<file path="src/rtl/bse_pkg.sv">
// Shared constants and types for the bubble sort engine.
// No dependencies.
package bse_pkg;

    localparam int DEPTH  = 16;
    localparam int DATA_W = 32;
    localparam int ADDR_W = $clog2(DEPTH);
    localparam int CNT_W  = $clog2(DEPTH + 1);

    typedef logic signed [DATA_W-1:0] t_data;
    typedef logic [ADDR_W-1:0]        t_addr;
    typedef logic [CNT_W-1:0]         t_cnt;

endpackage

</file>
<file path="src/rtl/bubble_sort_engine.sv">
// Bubble sort engine top level: batch store in a synchronous RAM, bubble
// passes by read-compare-write, sorted readout. Depends on bse_pkg.
//
//   channel   direction  handshake          payload
//   input     in         i_valid / o_ready  i_value, i_last_in
//   result    out        o_valid / i_ready  o_sorted_value, o_last_out, o_overflow
//
// Loading accepts one transaction per cycle while o_ready is high. After the
// last transaction bubble passes run by read-compare-write (one synchronous
// RAM read port, one write port) until one makes no swap. A stalled result
// holds. Readout reads each result, then registers it once the output is
// free. Reset clears the count, the overflow flag and all handshakes; the
// RAM is not cleared. While the last result stalls, the next batch may load.
module bubble_sort_engine (
    input  logic           i_clk,
    input  logic           i_rst_n,
    input  logic           i_valid,
    output logic           o_ready,
    input  bse_pkg::t_data i_value,
    input  logic           i_last_in,
    output logic           o_valid,
    input  logic           i_ready,
    output bse_pkg::t_data o_sorted_value,
    output logic           o_last_out,
    output logic           o_overflow
);
    import bse_pkg::*;

    localparam logic [2:0] S_LOAD    = 3'd0;
    localparam logic [2:0] S_PASS0   = 3'd1;
    localparam logic [2:0] S_PASS    = 3'd2;
    localparam logic [2:0] S_PEND    = 3'd3;
    localparam logic [2:0] S_EMIT_RD = 3'd4;
    localparam logic [2:0] S_EMIT_LD = 3'd5;

    t_data mem [DEPTH];
    t_data r_rdata;

    logic [2:0] r_state, n_state;
    t_cnt       r_count, n_count;
    logic       r_ovf, n_ovf;
    logic       r_swapped, n_swapped;
    t_addr      r_k, n_k;
    t_addr      r_e, n_e;
    t_data      r_carry, n_carry;
    logic       r_o_valid, n_o_valid;
    t_data      r_o_value, n_o_value;
    logic       r_o_last, n_o_last;
    logic       r_o_ovf, n_o_ovf;

    logic  wr_en;
    t_addr wr_addr;
    t_data wr_data;
    t_addr rd_addr;
    t_cnt  last_idx;
    logic  k_last;
    logic  e_last;
    logic  in_xact;

    assign last_idx = r_count - 1'b1;
    assign k_last   = ({{(CNT_W-ADDR_W){1'b0}}, r_k} == last_idx);
    assign e_last   = ({{(CNT_W-ADDR_W){1'b0}}, r_e} == last_idx);
    assign o_ready  = (r_state == S_LOAD);
    assign in_xact  = i_valid && o_ready;

    always_comb begin
        n_state   = r_state;
        n_count   = r_count;
        n_ovf     = r_ovf;
        n_swapped = r_swapped;
        n_k       = r_k;
        n_e       = r_e;
        n_carry   = r_carry;
        n_o_valid = r_o_valid && !i_ready;
        n_o_value = r_o_value;
        n_o_last  = r_o_last;
        n_o_ovf   = r_o_ovf;
        wr_en     = 1'b0;
        wr_addr   = r_count[ADDR_W-1:0];
        wr_data   = i_value;
        rd_addr   = r_e;
        case (r_state)
            S_LOAD: begin
                if (in_xact) begin
                    if (r_count < CNT_W'(DEPTH)) begin
                        wr_en   = 1'b1;
                        n_count = r_count + 1'b1;
                    end else begin
                        n_ovf = 1'b1;
                    end
                    if (i_last_in) begin
                        n_state   = S_PASS0;
                        n_swapped = 1'b0;
                    end
                end
            end
            S_PASS0: begin
                rd_addr = '0;
                n_k     = '0;
                n_state = S_PASS;
            end
            S_PASS: begin
                rd_addr = r_k + 1'b1;
                if (r_k == '0) begin
                    n_carry = r_rdata;
                end else begin
                    wr_en   = 1'b1;
                    wr_addr = r_k - 1'b1;
                    if (r_carry > r_rdata) begin
                        wr_data   = r_rdata;
                        n_swapped = 1'b1;
                    end else begin
                        wr_data = r_carry;
                        n_carry = r_rdata;
                    end
                end
                if (k_last) begin
                    n_state = S_PEND;
                end else begin
                    n_k = r_k + 1'b1;
                end
            end
            S_PEND: begin
                wr_en   = 1'b1;
                wr_addr = last_idx[ADDR_W-1:0];
                wr_data = r_carry;
                if (r_swapped) begin
                    n_swapped = 1'b0;
                    n_state   = S_PASS0;
                end else begin
                    n_e     = '0;
                    n_state = S_EMIT_RD;
                end
            end
            S_EMIT_RD: begin
                n_state = S_EMIT_LD;
            end
            S_EMIT_LD: begin
                if (!r_o_valid || i_ready) begin
                    n_o_valid = 1'b1;
                    n_o_value = r_rdata;
                    n_o_last  = e_last;
                    n_o_ovf   = r_ovf;
                    if (e_last) begin
                        n_count = '0;
                        n_ovf   = 1'b0;
                        n_state = S_LOAD;
                    end else begin
                        n_e     = r_e + 1'b1;
                        n_state = S_EMIT_RD;
                    end
                end
            end
            default: begin
                n_state = S_LOAD;
            end
        endcase
    end

    always_ff @(posedge i_clk) begin
        if (wr_en) begin
            mem[wr_addr] <= wr_data;
        end
        r_rdata <= mem[rd_addr];
    end

    always_ff @(posedge i_clk) begin
        if (!i_rst_n) begin
            r_state   <= S_LOAD;
            r_count   <= '0;
            r_ovf     <= 1'b0;
            r_swapped <= 1'b0;
            r_o_valid <= 1'b0;
        end else begin
            r_state   <= n_state;
            r_count   <= n_count;
            r_ovf     <= n_ovf;
            r_swapped <= n_swapped;
            r_o_valid <= n_o_valid;
        end
    end

    always_ff @(posedge i_clk) begin
        r_k       <= n_k;
        r_e       <= n_e;
        r_carry   <= n_carry;
        r_o_value <= n_o_value;
        r_o_last  <= n_o_last;
        r_o_ovf   <= n_o_ovf;
    end

    assign o_valid        = r_o_valid;
    assign o_sorted_value = r_o_value;
    assign o_last_out     = r_o_last;
    assign o_overflow     = r_o_ovf;

endmodule
</file>
<file path="config.mk">
export PLATFORM = sky130hd
export DESIGN_NAME = bubble_sort_engine
export DESIGN_NICKNAME = d
export VERILOG_FILES = /design/src/rtl/bse_pkg.sv /design/src/rtl/bubble_sort_engine.sv
export SDC_FILE = /design/constraint.sdc
export NUM_CORES = 1
export LEC_CHECK = 0
export BUFFER_PORTS_ARGS = -buffer_cell sky130_fd_sc_hd__buf_2
export CELL_PAD_IN_SITES_DETAIL_PLACEMENT = 1
export CELL_PAD_IN_SITES_GLOBAL_PLACEMENT = 2
export CORE_ASPECT_RATIO = 0.8
export CORE_UTILIZATION = 48
export DETAILED_ROUTE_END_ITERATION = 8
export GPL_TIMING_DRIVEN = 0
export MAX_ROUTING_LAYER = met4
export PLACE_DENSITY = 0.82
export SLEW_MARGIN = 15
export SYNTH_ARGS = -nofsm -noshare
export SYNTH_HDL_FRONTEND = slang
export SYNTH_SLANG_ARGS = --single-unit
</file>
<file path="constraint.sdc">
create_clock -name i_clk -period 4.29 [get_ports i_clk]
set_input_delay 0.6435 -clock i_clk [delete_from_list [all_inputs] [get_ports i_clk]]
set_output_delay 0.6435 -clock i_clk [all_outputs]
set_load 0.02 [all_outputs]
</file>
== After elaboration in Yosys (flattened, before gate mapping) ==
Memory sizes are Yosys's and may differ from the RTL's. A register that Yosys moved wholly into a read port is not among the register bits.
Index checks and enable logic that the tools add are counted.
Operators by class
  add/sub/neg operators: 5
  multiply operators: 0
  divide/modulo/power cells: 0
  $lt $le $gt $ge: 2
  eq/ne operators: 20
  shift-type cells: 0
  mux-type cells: 44
  bitwise logic cells: 0
  reduce and logical (&&, ||, !) cells: 19
Operators by type and width (number)
  2-to-1 mux 32 bit: 4
  case mux 32 bit (2 select lines): 1
  greater-than comparator 32 bit: 1
  case mux 4 bit (2 select lines): 4
  2-to-1 mux 4 bit: 5
  2-to-1 mux 5 bit: 4
  inequality test 2 bit, second input constant: 10
  2-to-1 mux 3 bit: 6
  case mux 3 bit (6 select lines): 1
  2-to-1 mux 1 bit: 15
  AND reduction 5 bit: 3
  == test 4 x 5 -> 1 bit: 2
  case mux 5 bit (2 select lines): 1
  adder 4 x 1 -> 4 bit, second input constant: 2
  AND reduction 4 bit: 2
  == test 3 x 2 -> 1 bit, second input constant: 2
  == test 3 bit, second input constant: 2
  inequality test 2 x 1 -> 1 bit, second input constant: 3
  case mux 1 bit (3 select lines): 2
  AND reduction 2 bit: 3
  nonzero test 2 bit: 3
  adder 5 x 1 -> 5 bit, second input constant: 1
  < comparator 5 bit, second input constant: 1
  subtractor 5 x 1 -> 5 bit, second input constant: 1
  9 further kinds: 11
Word-level totals
  bits in registers: 85
  bits in latches: 0
  RAM bits: 512
  bits in read-only memories: 0
  input bits: 37
  output and inout bits: 36
  memories: 1
Memories
  mem: depth 16, width 32, rd ports 1, clocked after Yosys merged registers in 1, write ports 1, RTL line bubble_sort_engine.sv:36  | t_data mem [DEPTH];

== Depth between registers and ports, before layout ==
  word-level depth: 6
  depth in mapped cells: 11
  mapped depth without buffers: 9

== Least setup slack after synthesis ==
OpenSTA, ideal clock, no wires.
  path kind: reg-to-reg
  start point: register r_k[0]
  end point: memory mem[3][0] in the netlist's numbering (enable)
  library setup time: 421 ps
  data arrival time: 3158 ps
  required time: 3869 ps
  path slack: 711 ps
  cell stages (with the launch flop): 10
  buffers on the path: 1
  clock period less this slack: 3579 ps
  path through: edfxtp_1 > clkbuf_1 > inv_1 > ha_1 > inv_1 > nor3_1 > a21oi_1 > o21ai_0 > nand2_1 > nor2_1
On the way
  cells in the longest elaborated chain, start to end: 5
  elaborated cells between the ends (all ways): 8
  those cells by class: add/sub: 1; mux: 6; reduce/logical: 1
Ends and longest elaborated chain
  from (decl): RTL line bubble_sort_engine.sv:43  | t_addr r_k, n_k;
  from (signal assigned): RTL line bubble_sort_engine.sv:184  | r_k <= n_k;
  branches (longest 5 deep; another with subtractor 4 x 1 -> 4 bit)
  to (decl): RTL line bubble_sort_engine.sv:36
Several ways; the timed one is not identified.

== Final worst setup path ==
  start point: register r_carry[13]
  end point: memory mem[9][19] in the netlist's numbering (data pin)
On the way
  cells in the longest elaborated chain, start to end: 4
Ends and longest elaborated chain
  from (decl): RTL line bubble_sort_engine.sv:45  | t_data r_carry, n_carry;
  from (signal assigned): RTL line bubble_sort_engine.sv:186  | r_carry <= n_carry;
  greater-than comparator 32 bit: RTL line bubble_sort_engine.sv:109  | if (r_carry > r_rdata) begin
  2-to-1 mux 32 bit: RTL line bubble_sort_engine.sv:109
  2-to-1 mux 32 bit: RTL line bubble_sort_engine.sv:104  | if (r_k == '0) begin
  case mux 32 bit (2 select lines): RTL line bubble_sort_engine.sv:82  | case (r_state)
  named net wr_data[19]: RTL line bubble_sort_engine.sv:53  | t_data wr_data;
The timed path passes the listed nets, and every way through them passes these cells.

==> metrics.log <==
INFO  metric count_of_yosys_warnings_during_synthesis = 0
INFO  metric clk_latency = 0.63 ns
INFO  metric yosysUniqueCellTypes = 52
INFO  metric fillers = 4372
INFO  metric postSynth.topFlopCell = sky130_fd_sc_hd__edfxtp_1
INFO  metric setup.reg_to_reg.worst_slack = 0.08 ns
INFO  metric power.clock.fraction = 33.2%
INFO  metric rows = 73
INFO  metric hold_violations = 0
INFO  metric cts_buffers = 59
INFO  metric synth_largest_area_cell = sky130_fd_sc_hd__edfxtp_1
INFO  metric critical_path_required = 4.65 ns
INFO  metric power = 15.9 mW
INFO  metric max-vdd-ir-drop = 0.000409 V
INFO  metric final.hold.worst_slack = 0.302 ns
INFO  metric ctsLongestPathBuffers = 3
INFO  metric core_area = 50100 um^2
INFO  metric sequential_group_share_of_total_power = 48.3%
INFO  metric drcViolationCount = 0
INFO  metric totalWireLength = 66600 um
INFO  metric max_slew_margin = 18.1%
INFO  metric min_path_type = input port to register
INFO  metric htreeDepth = 2
INFO  metric synth_top_area_share = 71.6%
INFO  metric antenna_found_initial = 0
INFO  metric first_pass_iters = 5
INFO  metric total_of_endpoints_with_negative_setup_slack_in_the_final_report = 0
INFO  metric power.leakage = 9.47 nW
INFO  metric power_density = 558 nW/um^2
INFO  metric post_synth_main_area_contributors = sky130_fd_sc_hd__edfxtp_1 72%, sky130_fd_sc_hd__mux4_2 12%, sky130_fd_sc_hd__dfxtp_1 3.5%, sky130_fd_sc_hd__a22oi_1 2.0%, sky130_fd_sc_hd__ha_1 1.9%
INFO  metric start_util = 49.0%
INFO  metric globalRoute.totalOverflow = 0
INFO  metric post-dp-hpwl = 43400 um
INFO  metric setup_repair_after_global_routing_missed_its_margin = false
INFO  metric transition_time_of_the_tightest_slew_check_pin = 1.23 ns
INFO  metric postSynthAreaPerCell = 19.3 um^2
INFO  metric synth_seq_area_share = 75.1%
INFO  metric synth_enable_flop_cells = 586
INFO  metric startpoint_to_endpoint_class_of_the_critical_path = register to register
INFO  metric fin_setup_tns = 0 ns
INFO  metric floorplan.die.height = 204 um
INFO  metric dieArea = 52100 um^2
INFO  metric design.portCount = 73
INFO  metric drt-initial-drc-count = 1405
INFO  metric path_max_fanout = 16
INFO  metric rr_startpoint = r_carry[13]$_DFFE_PP_
INFO  metric period_share = 98.1%
INFO  metric status = finished, final reports clean
INFO  metric hold_buffers = 0
INFO  metric comb_power_share = 18.4%
INFO  metric route.detailed.vias_per_inst = 6.14
INFO  metric via_count = 13246
INFO  metric clkTransAtPathRegs = 0.06 ns
INFO  metric maxCapViolations = 0
INFO  metric cp_data_arrival_time = 4.56 ns
INFO  metric cts.sink_count = 629
INFO  metric final.min_clock_period = 4.21 ns
INFO  metric final_net_count = 1507
INFO  metric area_growth_syn_to_layout = 16.2%
INFO  metric worstSetupStartpointType = register
INFO  metric place_congestion = 0.820
INFO  metric post_synthesis_cell_area = 24600 um^2
INFO  metric total_non_filler_cell_area_in_the_finished_layout = 28600 um^2
INFO  metric grt_first_pass_wirelength = 95000 um
INFO  metric first_global_vias = 13863
INFO  metric async_reset_ff_share = 0%
INFO  metric total_switching_power = 4.42 mW
INFO  metric clock.fmax = 238 MHz
INFO  metric antenna_cells_inserted = 0
INFO  metric drive_above_1_share = 26.0%
INFO  metric sw_frac_of_total = 27.7%
INFO  metric timing_max_transition_violations_final = 0
INFO  metric hold_wc_startpoint = i_rst_n
INFO  metric power_report.internal_total = 11.5 mW
INFO  metric start_point_of_the_critical_path = r_carry[13]$_DFFE_PP_
INFO  metric finalClockSkew = 0.0316 ns
INFO  metric wl_per_cell = 30.8 um
INFO  metric cts_tree = built
INFO  metric globalRouteTotalUtil = 26.9%
INFO  metric post_detailed_placement_cell_area = 26600 um^2
INFO  metric port_buffers = 72
INFO  metric synth_nets = 1348
INFO  metric die_width = 255 um
INFO  metric clock-root-buffer = sky130_fd_sc_hd__clkbuf_16
INFO  metric postRouteAntennaNets = 0
INFO  metric yosys_register_bits = 629
INFO  metric pin_count_of_the_biggest_net_entering_global_routing = 24
INFO  metric syn_inst = 1274
INFO  metric critical_path.endpoint_type = register
layout make-up:
cell class | count | area (um^2) | share of cell area (%)
multi-input cells | 539 | 5860 | 20.5
flip-flops and latches | 629 | 18500 | 64.6
inverters | 44 | 165 | 0.578
well taps | 675 | 845 | 2.96
plain buffers | 62 | 282 | 0.986
clock inverters | 30 | 323 | 1.13
clock buffers | 81 | 1630 | 5.70
repair buffers | 98 | 993 | 3.48
critical path: stages (launching register included):
cell and delay (ns):
sky130_fd_sc_hd__edfxtp_1 0.42, sky130_fd_sc_hd__ha_1 0.34, sky130_fd_sc_hd__nand4_1 0.26, sky130_fd_sc_hd__nor4_4 0.54
sky130_fd_sc_hd__a21boi_0 0.30, sky130_fd_sc_hd__o21ai_1 0.11, sky130_fd_sc_hd__a211o_1 0.42, sky130_fd_sc_hd__nor3_2 0.52
sky130_fd_sc_hd__buf_2 0.45, sky130_fd_sc_hd__a221o_1 0.56
cells in the final DEF, fill, tap and decap left out, types with 4 or more instances in the layout:
master | netlist | final
sky130_fd_sc_hd__buf_1 | 9 | 9
sky130_fd_sc_hd__nand4_1 | 6 | 6
sky130_fd_sc_hd__mux4_2 | 128 | 128
sky130_fd_sc_hd__nand2b_1 | 7 | 7
sky130_fd_sc_hd__ha_1 | 37 | 37
sky130_fd_sc_hd__and2_1 | 33 | 33
sky130_fd_sc_hd__inv_1 | 42 | 42
sky130_fd_sc_hd__clkbuf_1 | 31 | 46
sky130_fd_sc_hd__clkbuf_8 | 0 | 7
sky130_fd_sc_hd__nor2_4 | 0 | 18
sky130_fd_sc_hd__clkinv_1 | 1 | 5
sky130_fd_sc_hd__xor2_1 | 8 | 8
sky130_fd_sc_hd__xnor2_1 | 9 | 9
sky130_fd_sc_hd__nand2_1 | 52 | 52
sky130_fd_sc_hd__a221o_2 | 0 | 24
sky130_fd_sc_hd__o21ai_1 | 6 | 6
sky130_fd_sc_hd__a22oi_1 | 66 | 66
sky130_fd_sc_hd__buf_12 | 0 | 11
sky130_fd_sc_hd__nor2b_1 | 4 | 4
sky130_fd_sc_hd__dfxtp_1 | 43 | 43
sky130_fd_sc_hd__a221o_1 | 32 | 8
sky130_fd_sc_hd__bufinv_16 | 0 | 6
sky130_fd_sc_hd__a31oi_1 | 4 | 4
sky130_fd_sc_hd__clkbuf_16 | 0 | 59
sky130_fd_sc_hd__nor3_1 | 9 | 9
sky130_fd_sc_hd__o21ai_0 | 9 | 9
sky130_fd_sc_hd__buf_2 | 19 | 90
sky130_fd_sc_hd__nand3_1 | 11 | 11
sky130_fd_sc_hd__nor2_1 | 47 | 29
sky130_fd_sc_hd__edfxtp_1 | 586 | 586
sky130_fd_sc_hd__a21o_1 | 6 | 6
sky130_fd_sc_hd__a21oi_1 | 29 | 29
sky130_fd_sc_hd__clkinv_2 | 0 | 16
sky130_fd_sc_hd__buf_16 | 0 | 15
flip-flops by register name, indices dropped and copies added, names as in the netlist:
signal,flops
o_valid,1
r_ovf,1
r_swapped,1
r_state,3
r_carry,32
o_sorted_value,32
o_overflow,1
r_e,4
mem,512
o_last_out,1
r_count,5
r_rdata,32
r_k,4
power groups by stage:
stage               logic (mW)  clock network (mW)  registers (mW)
global placement          2.67                   0            7.83
floorplan                 1.82                   0            7.70
detailed placement        2.90                   0            7.84
finish                    2.94                5.30            7.71
global route              3.13                5.56            7.74
CTS                       2.94                5.36            7.71
metrics by stage:
step | utilization [%] | setup WS (ns) | instances
2_1_floorplan | - | 0.711 | 1274
3_3_place_gp | 51.4 | -1.84 | 2021
3_5_place_dp | 53.0 | -0.310 | 2047
4_1_cts | 56.9 | 0.00172 | 2158
6_report | 57.0 | 0.0814 | 2158
5_1_grt | 57.0 | 0.00813 | 2158
worst paths after layout:
kind | end | cells after the start
min reg2reg | o_overflow$_DFFE_PP_ | 0
max reg2reg | mem[9][19]$_DFFE_PP_ | 9
min | r_state[0]$_SDFFE_PN0P_ | 2
max | mem[9][19]$_DFFE_PP_ | 9
cell usage after synthesis, types with 2 or more instances:
master	number
sky130_fd_sc_hd__a22oi_1	66
sky130_fd_sc_hd__nand3_1	11
sky130_fd_sc_hd__clkbuf_1	31
sky130_fd_sc_hd__a211o_1	3
sky130_fd_sc_hd__xnor2_1	9
sky130_fd_sc_hd__a21boi_0	2
sky130_fd_sc_hd__and2_1	33
sky130_fd_sc_hd__nand2b_1	7
sky130_fd_sc_hd__a21oi_1	29
sky130_fd_sc_hd__buf_6	3
sky130_fd_sc_hd__a31oi_1	4
sky130_fd_sc_hd__nand4_1	6
sky130_fd_sc_hd__a211oi_1	2
sky130_fd_sc_hd__o21ai_0	9
sky130_fd_sc_hd__nor2b_1	4
sky130_fd_sc_hd__o21a_1	3
sky130_fd_sc_hd__mux4_2	128
sky130_fd_sc_hd__nor3_1	9
sky130_fd_sc_hd__inv_1	42
sky130_fd_sc_hd__nor4_1	4
sky130_fd_sc_hd__xor2_1	8
sky130_fd_sc_hd__buf_1	9
sky130_fd_sc_hd__buf_2	19
sky130_fd_sc_hd__a21o_1	6
sky130_fd_sc_hd__and3_1	2
sky130_fd_sc_hd__nand2_1	52
sky130_fd_sc_hd__nor2_1	47
sky130_fd_sc_hd__edfxtp_1	586
sky130_fd_sc_hd__dfxtp_1	43
sky130_fd_sc_hd__o21ai_1	6
sky130_fd_sc_hd__a41oi_1	2
sky130_fd_sc_hd__nor4b_1	2
sky130_fd_sc_hd__ha_1	37
sky130_fd_sc_hd__a221o_1	32
routing by layer:
metal / vias up / GRT usage [%] / wire (um)
met4: 0 / 7.66 / 1670
li1: 5516 / - / -
met2: 568 / 43.1 / 32500
met3: 118 / 3.81 / 4510
met5: - / - / 0
met1: 7044 / 36.3 / 27900
cells by family (layout without fill, tap and decap cells):
| kind of cell | after synthesis | after routing | share of synthesized area [%] |
|---|---|---|---|
| compound gates | 173 | 173 | 5.25 |
| xor+xnor | 17 | 17 | 0.606 |
| fa+ha+maj | 37 | 37 | 1.88 |
| buf+inv | 106 | 315 | 1.81 |
| flops | 629 | 629 | 75.1 |
| mux | 129 | 129 | 11.8 |
| simple gates | 183 | 183 | 3.62 |
timing repair:
action / in CTS / in global routing
resized for setup: 14 / 13
endpoints found under the hold margin: 0 / 0
setup endpoints to repair: 480 / 288
buffers inserted: 0 / 0
Power figures use the tool's default switching activity.
